### src/design/clle_pkg.sv
// Shared constants, codes and controller/datapath interface types for the
// character list editor with longest-run report. No dependencies.
`timescale 1ns / 1ps
`default_nettype none

package clle_pkg;

  // List capacity and the widths that follow from it.
  localparam int CAPACITY = 64;
  localparam int IDX_W    = $clog2(CAPACITY);
  localparam int LEN_W    = $clog2(CAPACITY + 1);

  // Beat widths, padded to whole bytes.
  localparam int IN_W  = 24;
  localparam int OUT_W = 24;

  // Item actions.
  localparam logic [1:0] ACT_INSERT = 2'd0;
  localparam logic [1:0] ACT_DELETE = 2'd1;
  localparam logic [1:0] ACT_REPORT = 2'd2;

  // Placement modes.
  localparam logic [1:0] WHERE_FRONT = 2'd0;
  localparam logic [1:0] WHERE_BACK  = 2'd1;
  localparam logic [1:0] WHERE_POS   = 2'd2;

  // Result status codes.
  localparam logic [1:0] ST_OK    = 2'd0;
  localparam logic [1:0] ST_FULL  = 2'd1;
  localparam logic [1:0] ST_RANGE = 2'd2;

  typedef enum logic [2:0] {
    PTR_HOLD,
    PTR_LEN,
    PTR_AT,
    PTR_ZERO,
    PTR_INC,
    PTR_DEC
  } ptr_op_e;

  typedef enum logic [1:0] {
    RD_PTR,
    RD_DN,
    RD_UP
  } rd_sel_e;

  typedef struct packed {
    logic    latch_item;
    logic    latch_status;
    ptr_op_e ptr_op;
    logic    rd_en;
    rd_sel_e rd_sel;
    logic    wr_en;
    logic    wr_char;
    logic    len_inc;
    logic    len_dec;
    logic    rpt_clr;
    logic    step1;
    logic    step2;
    logic    fin1;
    logic    fin2;
    logic    push_stat;
    logic    push_last;
  } ctrl_cmd_t;

  typedef struct packed {
    logic       is_report;
    logic       is_insert;
    logic       len_zero;
    logic [1:0] stat;
    logic       ptr_gt_at;
    logic       del_more;
    logic       ptr_lt_len;
    logic       out_free;
    logic       run_end_hit;
    logic       tail_hit;
  } dp_sts_t;

endpackage

`default_nettype wire

### src/design/clle_dp.sv
// Datapath: item registers, character store, list length, run tracking and
// the output register. Depends on clle_pkg.
`timescale 1ns / 1ps
`default_nettype none

module clle_dp (
  input  logic                      clk_i,
  input  logic                      rst_ni,
  input  logic [clle_pkg::IN_W-1:0] in_data_i,
  input  clle_pkg::ctrl_cmd_t       cmd_i,
  output clle_pkg::dp_sts_t         sts_o,
  input  logic                      out_ready_i,
  output logic                      out_valid_o,
  output logic [clle_pkg::OUT_W-1:0] out_data_o,
  output logic                      out_last_o
);
  import clle_pkg::*;

  logic [1:0]       act_q, mode_q;
  logic [6:0]       pos_q;
  logic [7:0]       chr_q;
  logic [LEN_W-1:0] len_q, ptr_q, at_q, run_q, longest_q;
  logic [1:0]       stat_q;
  logic [7:0]       prev_q, pend_char_q, rdata_q;
  logic             pend_valid_q;
  logic [7:0]       store_q [CAPACITY];

  logic             out_valid_q, out_last_q, out_has_q;
  logic [1:0]       out_stat_q;
  logic [7:0]       out_char_q;
  logic [6:0]       out_len_q;

  logic [1:0]       stat;
  logic [LEN_W-1:0] at, ra, ptr_d;
  logic [7:0]       pos8, len8;
  logic             run_end, match, push, out_free;
  logic [LEN_W-1:0] run_new;

  // Status and target index of the held item.
  always_comb begin
    pos8 = {1'b0, pos_q};
    len8 = 8'(len_q);
    stat = ST_OK;
    at   = '0;
    case (act_q)
      ACT_INSERT: begin
        if (len_q >= LEN_W'(CAPACITY)) begin
          stat = ST_FULL;
        end else begin
          case (mode_q)
            WHERE_FRONT: at = '0;
            WHERE_BACK:  at = len_q;
            WHERE_POS: begin
              if (pos8 == 8'd0 || pos8 > len8 + 8'd1) stat = ST_RANGE;
              else at = LEN_W'(pos8 - 8'd1);
            end
            default: stat = ST_RANGE;
          endcase
        end
      end
      ACT_DELETE: begin
        case (mode_q)
          WHERE_FRONT: begin
            if (len_q == '0) stat = ST_RANGE;
            else at = '0;
          end
          WHERE_BACK: begin
            if (len_q == '0) stat = ST_RANGE;
            else at = len_q - 1'b1;
          end
          WHERE_POS: begin
            if (pos8 == 8'd0 || pos8 > len8) stat = ST_RANGE;
            else at = LEN_W'(pos8 - 8'd1);
          end
          default: stat = ST_RANGE;
        endcase
      end
      ACT_REPORT: stat = ST_OK;
      default:    stat = ST_RANGE;
    endcase
  end

  always_comb begin
    case (cmd_i.rd_sel)
      RD_PTR:  ra = ptr_q;
      RD_DN:   ra = ptr_q - 1'b1;
      RD_UP:   ra = ptr_q + 1'b1;
      default: ra = ptr_q;
    endcase
  end

  always_comb begin
    case (cmd_i.ptr_op)
      PTR_LEN:  ptr_d = len_q;
      PTR_AT:   ptr_d = at;
      PTR_ZERO: ptr_d = '0;
      PTR_INC:  ptr_d = ptr_q + 1'b1;
      PTR_DEC:  ptr_d = ptr_q - 1'b1;
      default:  ptr_d = ptr_q;
    endcase
  end

  // Run tracking over the entry just read.
  assign run_end  = (ptr_q != '0) && (rdata_q != prev_q);
  assign run_new  = (ptr_q == '0 || run_end) ? LEN_W'(1) : run_q + 1'b1;
  assign match    = (cmd_i.step2 && run_end && run_q == longest_q) ||
                    (cmd_i.fin2 && run_q == longest_q);
  assign push     = cmd_i.push_stat || cmd_i.push_last || (match && pend_valid_q);
  assign out_free = !out_valid_q || out_ready_i;

  always_ff @(posedge clk_i) begin
    if (cmd_i.wr_en) begin
      store_q[ptr_q[IDX_W-1:0]] <= cmd_i.wr_char ? chr_q : rdata_q;
    end
    if (cmd_i.rd_en) begin
      rdata_q <= store_q[ra[IDX_W-1:0]];
    end
  end

  always_ff @(posedge clk_i) begin
    if (cmd_i.latch_item) begin
      act_q  <= in_data_i[1:0];
      mode_q <= in_data_i[3:2];
      pos_q  <= in_data_i[10:4];
      chr_q  <= in_data_i[18:11];
    end
    if (cmd_i.latch_status) begin
      stat_q <= stat;
      at_q   <= at;
    end
    if (cmd_i.step1 || cmd_i.step2) begin
      prev_q <= rdata_q;
      run_q  <= run_new;
    end
    if (match) pend_char_q <= prev_q;
    if (push) begin
      if (cmd_i.push_stat) begin
        out_stat_q <= stat_q;
        out_has_q  <= 1'b0;
        out_char_q <= 8'd0;
        out_len_q  <= 7'd0;
        out_last_q <= 1'b1;
      end else begin
        out_stat_q <= ST_OK;
        out_has_q  <= 1'b1;
        out_char_q <= pend_char_q;
        out_len_q  <= 7'(longest_q);
        out_last_q <= cmd_i.push_last;
      end
    end
  end

  always_ff @(posedge clk_i or negedge rst_ni) begin
    if (!rst_ni) begin
      len_q        <= '0;
      ptr_q        <= '0;
      longest_q    <= '0;
      pend_valid_q <= 1'b0;
      out_valid_q  <= 1'b0;
    end else begin
      ptr_q <= ptr_d;
      if (cmd_i.len_inc) len_q <= len_q + 1'b1;
      else if (cmd_i.len_dec) len_q <= len_q - 1'b1;
      if (cmd_i.rpt_clr) begin
        longest_q <= '0;
      end else if (cmd_i.step1 && run_end && run_q > longest_q) begin
        longest_q <= run_q;
      end else if (cmd_i.fin1 && run_q > longest_q) begin
        longest_q <= run_q;
      end
      if (cmd_i.rpt_clr) pend_valid_q <= 1'b0;
      else if (match) pend_valid_q <= 1'b1;
      if (push) out_valid_q <= 1'b1;
      else if (out_ready_i) out_valid_q <= 1'b0;
    end
  end

  always_comb begin
    sts_o.is_report   = (act_q == ACT_REPORT);
    sts_o.is_insert   = (act_q == ACT_INSERT);
    sts_o.len_zero    = (len_q == '0);
    sts_o.stat        = stat;
    sts_o.ptr_gt_at   = (ptr_q > at_q);
    sts_o.del_more    = ({1'b0, ptr_q} + 1'b1) < {1'b0, len_q};
    sts_o.ptr_lt_len  = (ptr_q < len_q);
    sts_o.out_free    = out_free;
    sts_o.run_end_hit = run_end && (run_q == longest_q) && pend_valid_q;
    sts_o.tail_hit    = (run_q == longest_q) && pend_valid_q;
  end

  assign out_valid_o = out_valid_q;
  assign out_data_o  = {6'd0, out_len_q, out_char_q, out_has_q, out_stat_q};
  assign out_last_o  = out_last_q;

  a_len_cap: assert property (@(posedge clk_i) disable iff (!rst_ni)
    len_q <= LEN_W'(CAPACITY))
    else $error("list length above capacity");

  a_len_step: assert property (@(posedge clk_i) disable iff (!rst_ni)
    (len_q == $past(len_q)) || (len_q == $past(len_q) + 1'b1) ||
    (len_q == $past(len_q) - 1'b1))
    else $error("list length moved by more than one");

  a_last_pending: assert property (@(posedge clk_i) disable iff (!rst_ni)
    cmd_i.push_last |-> pend_valid_q)
    else $error("final report beat without a pending run");

endmodule

`default_nettype wire

### src/design/clle_ctrl.sv
// Controller state machine: sequences edits, shifts and the two report
// passes by commands to the datapath. Depends on clle_pkg.
`timescale 1ns / 1ps
`default_nettype none

module clle_ctrl (
  input  logic                clk_i,
  input  logic                rst_ni,
  input  logic                in_valid_i,
  output logic                in_ready_o,
  input  clle_pkg::dp_sts_t   sts_i,
  output clle_pkg::ctrl_cmd_t cmd_o
);
  import clle_pkg::*;

  localparam logic [3:0] S_IDLE    = 4'd0;
  localparam logic [3:0] S_DECODE  = 4'd1;
  localparam logic [3:0] S_INS_RD  = 4'd2;
  localparam logic [3:0] S_INS_WR  = 4'd3;
  localparam logic [3:0] S_DEL_RD  = 4'd4;
  localparam logic [3:0] S_DEL_WR  = 4'd5;
  localparam logic [3:0] S_EMIT    = 4'd6;
  localparam logic [3:0] S_P1_RD   = 4'd7;
  localparam logic [3:0] S_P1_PR   = 4'd8;
  localparam logic [3:0] S_P1_FIN  = 4'd9;
  localparam logic [3:0] S_P2_RD   = 4'd10;
  localparam logic [3:0] S_P2_PR   = 4'd11;
  localparam logic [3:0] S_P2_FIN  = 4'd12;
  localparam logic [3:0] S_P2_LAST = 4'd13;

  logic [3:0] state_q, state_d;
  ctrl_cmd_t  cmd;

  always_comb begin
    cmd        = '0;
    cmd.ptr_op = PTR_HOLD;
    cmd.rd_sel = RD_PTR;
    state_d    = state_q;
    case (state_q)
      S_IDLE: begin
        if (in_valid_i) begin
          cmd.latch_item = 1'b1;
          state_d        = S_DECODE;
        end
      end
      S_DECODE: begin
        if (sts_i.is_report && !sts_i.len_zero) begin
          cmd.ptr_op  = PTR_ZERO;
          cmd.rpt_clr = 1'b1;
          state_d     = S_P1_RD;
        end else begin
          cmd.latch_status = 1'b1;
          if (sts_i.stat != ST_OK || sts_i.is_report) begin
            state_d = S_EMIT;
          end else if (sts_i.is_insert) begin
            cmd.ptr_op = PTR_LEN;
            state_d    = S_INS_RD;
          end else begin
            cmd.ptr_op = PTR_AT;
            state_d    = S_DEL_RD;
          end
        end
      end
      S_INS_RD: begin
        if (sts_i.ptr_gt_at) begin
          cmd.rd_en  = 1'b1;
          cmd.rd_sel = RD_DN;
          state_d    = S_INS_WR;
        end else begin
          cmd.wr_en   = 1'b1;
          cmd.wr_char = 1'b1;
          cmd.len_inc = 1'b1;
          state_d     = S_EMIT;
        end
      end
      S_INS_WR: begin
        cmd.wr_en  = 1'b1;
        cmd.ptr_op = PTR_DEC;
        state_d    = S_INS_RD;
      end
      S_DEL_RD: begin
        if (sts_i.del_more) begin
          cmd.rd_en  = 1'b1;
          cmd.rd_sel = RD_UP;
          state_d    = S_DEL_WR;
        end else begin
          cmd.len_dec = 1'b1;
          state_d     = S_EMIT;
        end
      end
      S_DEL_WR: begin
        cmd.wr_en  = 1'b1;
        cmd.ptr_op = PTR_INC;
        state_d    = S_DEL_RD;
      end
      S_EMIT: begin
        if (sts_i.out_free) begin
          cmd.push_stat = 1'b1;
          state_d       = S_IDLE;
        end
      end
      S_P1_RD: begin
        if (sts_i.ptr_lt_len) begin
          cmd.rd_en = 1'b1;
          state_d   = S_P1_PR;
        end else begin
          state_d = S_P1_FIN;
        end
      end
      S_P1_PR: begin
        cmd.step1  = 1'b1;
        cmd.ptr_op = PTR_INC;
        state_d    = S_P1_RD;
      end
      S_P1_FIN: begin
        cmd.fin1   = 1'b1;
        cmd.ptr_op = PTR_ZERO;
        state_d    = S_P2_RD;
      end
      S_P2_RD: begin
        if (sts_i.ptr_lt_len) begin
          cmd.rd_en = 1'b1;
          state_d   = S_P2_PR;
        end else begin
          state_d = S_P2_FIN;
        end
      end
      S_P2_PR: begin
        // A finished run that displaces a pending one needs the output free.
        if (!(sts_i.run_end_hit && !sts_i.out_free)) begin
          cmd.step2  = 1'b1;
          cmd.ptr_op = PTR_INC;
          state_d    = S_P2_RD;
        end
      end
      S_P2_FIN: begin
        if (!(sts_i.tail_hit && !sts_i.out_free)) begin
          cmd.fin2 = 1'b1;
          state_d  = S_P2_LAST;
        end
      end
      S_P2_LAST: begin
        if (sts_i.out_free) begin
          cmd.push_last = 1'b1;
          state_d       = S_IDLE;
        end
      end
      default: state_d = S_IDLE;
    endcase
  end

  always_ff @(posedge clk_i or negedge rst_ni) begin
    if (!rst_ni) begin
      state_q <= S_IDLE;
    end else begin
      state_q <= state_d;
    end
  end

  assign in_ready_o = (state_q == S_IDLE);
  assign cmd_o      = cmd;

  a_one_port: assert property (@(posedge clk_i) disable iff (!rst_ni)
    !(cmd.rd_en && cmd.wr_en))
    else $error("store read and write in the same cycle");

  a_push_free: assert property (@(posedge clk_i) disable iff (!rst_ni)
    (cmd.push_stat || cmd.push_last) |-> sts_i.out_free)
    else $error("result pushed into a full output register");

  a_run_push_free: assert property (@(posedge clk_i) disable iff (!rst_ni)
    (cmd.step2 && sts_i.run_end_hit) |-> sts_i.out_free)
    else $error("run result pushed into a full output register");

  a_accept_idle: assert property (@(posedge clk_i) disable iff (!rst_ni)
    cmd.latch_item |=> (state_q == S_DECODE))
    else $error("accepted item not decoded next cycle");

endmodule

`default_nettype wire

### src/design/char_list_edit_longest_run_top.sv
// Top level of the character list editor with longest-run report.
// Instantiates clle_ctrl and clle_dp; depends on clle_pkg.
`timescale 1ns / 1ps
`default_nettype none

// This block keeps an ordered list of up to 64 character bytes. Each input
// beat is one command: insert a character at the front, the back or a
// 1-based position; delete the front, back or positioned entry; or report
// the longest run of equal adjacent characters. Every edit answers with a
// single beat carrying a status (ok, list full, position out of range),
// and a rejected edit leaves the list untouched. A report answers with one
// beat per run of maximal length in list order, tlast on the final one; an
// empty list reports one beat with has_char low and length zero. The block
// works on one command at a time. The character store is a single memory
// that does one access per cycle, so each entry moved takes a read and
// then a write. A report walks the store twice, reading each entry on
// both passes. Output stalls add cycles on top. A new command is taken
// as soon as the previous one is done, even while its last result beat
// still sits in the output register. No clearing pass follows reset.
module char_list_edit_longest_run_top (
  input  logic        clk_i,
  input  logic        rst_ni,
  // Command channel.
  input  logic        s_axis_tvalid,
  output logic        s_axis_tready,
  // tdata from bit 0: action[1:0], where_mode[3:2], position[10:4],
  // char_value[18:11], zero padding[23:19].
  input  logic [23:0] s_axis_tdata,
  // Result channel.
  output logic        m_axis_tvalid,
  input  logic        m_axis_tready,
  // tdata from bit 0: status[1:0], has_char[2], run_char[10:3],
  // longest_run[17:11], zero padding[23:18].
  output logic [23:0] m_axis_tdata,
  // Marks the final result beat of a command.
  output logic        m_axis_tlast
);
  import clle_pkg::*;

  ctrl_cmd_t cmd;
  dp_sts_t   sts;

  // The controller only sequences; all storage and arithmetic sit in the
  // datapath, and the two talk through the command and status structs.
  clle_ctrl u_ctrl (
    .clk_i      (clk_i),
    .rst_ni     (rst_ni),
    .in_valid_i (s_axis_tvalid),
    .in_ready_o (s_axis_tready),
    .sts_i      (sts),
    .cmd_o      (cmd)
  );

  // The datapath latches the beat when the controller accepts it and owns
  // the output register, so result beats drain independently of the work.
  clle_dp u_dp (
    .clk_i       (clk_i),
    .rst_ni      (rst_ni),
    .in_data_i   (s_axis_tdata),
    .cmd_i       (cmd),
    .sts_o       (sts),
    .out_ready_i (m_axis_tready),
    .out_valid_o (m_axis_tvalid),
    .out_data_o  (m_axis_tdata),
    .out_last_o  (m_axis_tlast)
  );

endmodule

`default_nettype wire
### config.mk
export PLATFORM = sky130hd
export DESIGN_NAME = char_list_edit_longest_run_top
export DESIGN_NICKNAME = d
export VERILOG_FILES = /design/src/design/clle_pkg.sv /design/src/design/clle_dp.sv /design/src/design/clle_ctrl.sv /design/src/design/char_list_edit_longest_run_top.sv
export SDC_FILE = /design/constraint.sdc
export NUM_CORES = 1
export LEC_CHECK = 0
export BUFFER_PORTS_ARGS = -buffer_cell sky130_fd_sc_hd__buf_4
export CORE_ASPECT_RATIO = 1.75
export CORE_UTILIZATION = 43
export CTS_BUF_LIST = sky130_fd_sc_hd__clkbuf_2 sky130_fd_sc_hd__clkbuf_4 sky130_fd_sc_hd__clkbuf_8
export DETAILED_ROUTE_END_ITERATION = 6
export PLACE_DENSITY = 0.57
export SLEW_MARGIN = 10
export SYNTH_ARGS = -nofsm -noshare
export SYNTH_HDL_FRONTEND = slang
export SYNTH_SLANG_ARGS = --single-unit
export TNS_END_PERCENT = 10
### constraint.sdc
create_clock -name clk_i -period 7.8 [get_ports clk_i]
set_clock_uncertainty 0.1 [all_clocks]
set_input_delay 0.39 -clock clk_i [delete_from_list [all_inputs] [get_ports clk_i]]
set_output_delay 0.39 -clock clk_i [all_outputs]
set_load 0.01 [all_outputs]
Yosys cells after proc, flatten, opt, wreduce, memory -nomap -nowiden
Memory sizes are Yosys's and may differ from the RTL's. A register that Yosys moved wholly into a read port is not among the register bits.
Cells that the tools add are included.
Storage, ports and cells
  register bits: 97
  input port bits: 28
  logic and storage cells: 182
  output and inout port bits: 27
  memories: 1
  RAM bits: 512
Memories
  u_dp.store_q: depth 64, width 8, rd ports 1, clocked after Yosys merged registers in 1, write ports 1, RTL line clle_dp.sv:26  | logic [7:0] store_q [CAPACITY];
Cells by class
  reduce and logical (&&, ||, !) cells: 45
  add/subtract/negate cells: 8
  eq/ne operators: 30
  mux-type cells: 71
  magnitude comparators: 7
Operators by type and width (count)
  2-to-1 mux 7 bit: 9
  case mux 4 bit (13 select lines): 1
  case mux 7 bit (2 select lines): 3
  case mux 7 bit (5 select lines): 1
  2-to-1 mux 1 bit: 26
  == test 4 bit, second input constant: 6
  2-to-1 mux 3 bit: 8
  2-to-1 mux 4 bit: 6
  adder 7 x 1 -> 7 bit, second input constant: 3
  > comparator 7 bit: 3
  zero test 7 bit: 3
  subtractor 7 x 1 -> 7 bit, second input constant: 3
  adder 7 x 1 -> 8 bit, second input constant: 2
  == test 4 x 3 -> 1 bit, second input constant: 4
  2-to-1 mux 2 bit: 8
  case mux 3 bit (5 select lines): 1
  logical AND 1 bit: 14
  case mux 2 bit (2 select lines): 3
  case mux 6 bit (2 select lines): 1
  OR reduction 2 bit: 5
  logical OR 1 bit: 9
  == test 4 x 2 -> 1 bit, second input constant: 2
  > comparator 7 x 8 -> 1 bit: 1
  < comparator 8 x 7 -> 1 bit: 1
  24 further kinds: 38

Depth between registers and ports, before layout
  word-level depth: 14
  mapped depth: 23
  depth with buffers taken out: 18

By module
A second synthesis with hierarchy kept.
Second synthesis, totals
  cell total of the unflattened synthesis: 1602
  area total of the unflattened synthesis: 26775.7 um2
Modules (own cells, without submodules)
  clle_dp: times used 1, sequential area each 18292.5 um2, area an instance 26053.7 um2, cells each 1502
  clle_ctrl: times used 1, sequential area each 100.1 um2, area an instance 721.9 um2, cells each 100

Worst setup path before layout
Ideal clock, no wire load.
  kind: register -> register
  start point: register u_dp.ptr_q[5]
  end point: register u_dp.rdata_q[0], read port of u_dp.store_q, data pin
  required time: 7.444 ns
  buffers on the path: 4
  arrival time: 4.469 ns
  setup slack: 2.975 ns
  cell stages (with the launch flop): 20
  setup time: 0.256 ns
  period minus slack after synthesis: 4.825 ns
  cells stage by stage: dfrtp_1 > clkbuf_1 > clkbuf_1 > nor3_1 > or2_2 > ha_1 > nand3_1 > a21oi_1 > o31ai_1 > nand2_1 > inv_1 > ha_1 > buf_4 > a21oi_2 > buf_4 > mux4_2 > mux2_2 > a21oi_1 > o21ai_0 > and4_1
Between the ends
  longest elaborated chain between the ends: 6
  elaborated cells on any way between the ends: 14
  those cells by class: add/sub (3); order compare (3); eq/ne (2); mux (6)
Ends and longest elaborated chain
  from (decl): RTL line clle_dp.sv:22  | logic [LEN_W-1:0] len_q, ptr_q, at_q, run_q, longest_q;
  from (signal assigned): RTL line clle_dp.sv:161  | ptr_q <= ptr_d;
  adder 7 x 1 -> 8 bit: RTL line clle_dp.sv:184  | sts_o.del_more = ({1'b0, ptr_q} + 1'b1) < {1'b0, len_q};
  < comparator 8 x 7 -> 1 bit: RTL line clle_dp.sv:184
  2-to-1 mux 3 bit: RTL line clle_ctrl.sv:82  | if (sts_i.del_more) begin
  case mux 2 bit (2 select lines): RTL line clle_ctrl.sv:39  | case (state_q)
  == test 2 bit or == test 2 x 1 -> 1 bit (tied branches): RTL line clle_dp.sv:84  | case (cmd_i.rd_sel)
  case mux 6 bit (2 select lines): RTL line clle_dp.sv:84
  to (decl): RTL line clle_dp.sv:24  | logic [7:0] prev_q, pend_char_q, rdata_q;
Several ways; a longest one is shown, not always the timed one.
A chain may end at the register's enable or synchronous reset.

Worst setup path in the final report
  start point: register u_dp.ptr_q[0]
  end point: register u_dp.rdata_q[5], read port of u_dp.store_q, data pin
The elaborated chain is that of the path after synthesis.

==> metrics <==
status=complete, no violations; metal2 WL=36420 um; DRC violations left=0; CTS root buffer=clkbuf_8; Global Route Usage Sum=0.2100; Post-layout nets=2023; worst-path fanout max=15; MaxCap Viol Count=0; routed metal-1 wirelength=22370 um; min Tclk post-route=6.684 ns; final wirelength=65680 um; Core Box Area=0.06207 sq mm; gp weighted congestion=0.9078; Final ANT Viol Nets=0; hpwl dp=43920 um; ys flop type=edfxtp_1; maximum number of pins on one net before global-route repair=97; critical path capture point type=flip-flop; sequential-to-total area share from yosys stat=0.6831; vias in the first global route=16280; starting density of the core=0.4338; crit path cell chain=inv_1, ha_1, ha_1, a21boi_0, o21ai_0, a21oi_1, o31ai_1, nand2_1, inv_1, ha_1, nor2_1, mux2_4, a221o_1, buf_4, nand4_2, buf_4, or2_1, a21oi_1, nor4_1, and4_1; Critical path origin=u_dp.ptr_q[0]$_DFFE_PN0P_; slew margin rel.=0.2951; flops & latches, synth=617; Tightest Pin Transition=1.053 ns; cells after synthesis=1853; FFs w/ async S/R, synth=0.04376; kind of critical path=reg2reg; RSZ-0062 raised after global routing=false; via count=15550; Hold WC Path Type=in2async; Max IR drop VDD=300.7 uV; PostCTS Resize Cnt=0; CP required=8.23 ns; slowest stage cell, crit path=nor4_1; final hold violation count=0; Crit path buffers/inverters=4; crit path to=u_dp.rdata_q[5]$_DFFE_PP_; Area after DPL=0.02802 sq mm; fillcell total=5397; Pwr per Cell Area=434.0 mW/mm^2; Placed Cells=2630; standard-cell rows=121; DRT Pass-1 Iters=7; die width=191.2 um; total congestion overflow=0; biggest area consumer among synthesized cells=edfxtp_1; first-pass GRT wire length=98370 um; Finished Layout Cells=2814; top cells by area, synth=edfxtp_1 66%, mux4_2 6.7%, nand2_1 3.6%; final std cell area, no fill=0.02996 sq mm; # setup viols final=0; die area=0.06367 sq mm; total power draw=13.00 mW; Die Y=333.0 um; crit path DAT=7.11 ns; Worst path depth=20; CTS tree=done; clk_lat worst skew=0.69 ns; synthesis-to-finish area growth=11.24%; Avg Synthesized Cell Area=14.53 sq um; CP dominant cell by count=ha_1; Synth top area share=0.6580; Max stage delay on crit path=0.82 ns; number of flops mapped to enable cells by yosys=590; r2r startpoint=u_dp.ptr_q[0]$_DFFE_PN0P_; CTS Buf Count=88; 1st-iter DRT viols=1090; mean routed wirelength per cell=23.34 um; period utilization=0.8569; post-DR vias/cell=5.525; DR WL met3=2807 um; Startpoint Class=flip-flop; clock net sink count=617; final setup TNS=0 ns; io pins=55; R2R depth=20; synth warn=0; Distinct cells, synth=74; htree depth=3; Final Max Slew Viols=0; Crit Reg-Reg Endpoint=u_dp.rdata_q[5]$_DFFE_PP_; r2r setup slk=1.12 ns; initial antenna violation count=1; number of port buffers=43; CP delay by family, top=simple AND/OR/NAND/NOR gates; top layer in use=met4; f_max=149.6 MHz; leakage=10.05 nW; share of layout cells above drive strength 1=0.1689; Worst-path clk slew=0.07 ns; Clock Tree Buf Depth=3; netlist area before placement=0.02693 sq mm
placed cells by master, fill, tap and decap left out, types with 10 or more instances in the layout:
cell	count
ha_1	54
xor2_1	14
o21ai_1	10
buf_4	73
mux4_2	80
edfxtp_1	590
mux2_2	20
and2_1	15
nor2b_1	11
clkbuf_4	38
nand2_1	258
dlygate4sd3_1	20
a2111oi_0	12
mux2i_1	31
xnor2_1	27
clkbuf_8	89
nor2_1	112
nor4_1	14
o21ai_0	36
nand3_1	122
clkinv_1	23
a31oi_1	22
and3_1	12
nor3_1	15
nand2b_1	10
inv_1	46
dfrtp_1	27
a21oi_1	78
nand4_1	14
cells by family (layout without fill, tap and decap cells):
kind of cell    count (synthesis)  count (layout)  synth area share
xor+xnor                       41              41           0.01334
fa+ha+maj                      54              54           0.02509
compound gates                237             237           0.05715
mux                           132             132           0.08736
other cells                     1               8         0.0001393
buf+inv                       149             304           0.02700
flops                         617             617            0.6831
simple gates                  622             622            0.1069
what timing repair did:
action	4_1_cts	5_1_grt
hold endpoints to repair	46	0
buffers inserted	0	0
hold buffers	20	0
report_power, final:
part           internal [mW]  switching [mW]
Clock                   1.29            1.22
Combinational           2.04            3.87
Sequential              4.37           0.207
flip-flops by register name, summed over array words and instances, names as in the netlist, 4 cells and up:
register / count
u_dp.len_q: 7
u_dp.prev_q: 8
u_dp.ptr_q: 7
u_ctrl.state_q: 4
u_dp.chr_q: 8
u_dp.pend_char_q: 8
u_dp.out_len_q: 7
u_dp.out_char_q: 8
u_dp.longest_q: 7
u_dp.at_q: 7
u_dp.rdata_q: 8
u_dp.store_q: 512
u_dp.run_q: 7
u_dp.pos_q: 7
Yosys cell counts (4+ instances only):
cell	count
nand3_1	123
xnor2_1	27
dfrtp_1	27
xor2_1	14
a22o_1	9
inv_1	46
mux4_2	80
nor3b_1	6
buf_1	10
mux2i_1	31
a31oi_1	22
o211ai_1	4
a211oi_1	4
buf_4	21
edfxtp_1	590
and3_1	13
buf_6	6
buf_2	31
nor2b_1	11
a21oi_1	78
o22ai_1	7
nor3_1	15
and4_1	9
ha_1	54
nor2_1	112
a21oi_2	9
a21o_1	7
nand4_1	14
nor4_1	14
nand2b_1	10
o21ai_0	36
a2111oi_0	12
mux2_2	20
nand2_1	258
clkbuf_1	32
o21ai_1	11
and2_1	15
through the flow:
step                      utilization  worst slack [ns]  hold WS (ns)
after floorplan                     -             2.975     -0.005591
after global placement         0.4513             1.295        0.2506
after detailed placement       0.4513             1.273        0.2503
after CTS                      0.4825             1.278       0.04982
after global routing           0.4825            0.7060       0.09395
final                          0.4826             1.116       0.08693
layer usage:
layer / GRT usage / vias to the layer above
met4: 0.1315 / 0
met1: 0.2131 / 7729
met2: 0.3909 / 444
met3: 0.03557 / 154
li1: - / 7220
met5: 0 / -
how the worst min path moves through the flow:
stage | start | end | cells past startpoint
floorplan | rst_ni | u_ctrl.state_q[0]$_DFFE_PN0P_ | 0
global placement | rst_ni | u_dp.len_q[0]$_DFFE_PN0P_ | 1
detailed placement | rst_ni | u_dp.len_q[0]$_DFFE_PN0P_ | 1
CTS | rst_ni | u_dp.ptr_q[5]$_DFFE_PN0P_ | 2
global route | rst_ni | u_dp.ptr_q[5]$_DFFE_PN0P_ | 2
finish | rst_ni | u_dp.ptr_q[5]$_DFFE_PN0P_ | 2
area by class of cell:
type / count / area, sq um / share of cell area
clock buffer: 127 / 1510 / 0.05042
timing repair buffer: 95 / 788.3 / 0.02631
inverter: 47 / 176.4 / 0.005889
clock inverter: 35 / 224.0 / 0.007477
sequential: 617 / 18390 / 0.6140
multi-input combinational: 1092 / 7859 / 0.2624
antenna: 2 / 5.005 / 0.0001671
tap: 799 / 999.7 / 0.03337
Power figures use the tool's default switching activity.
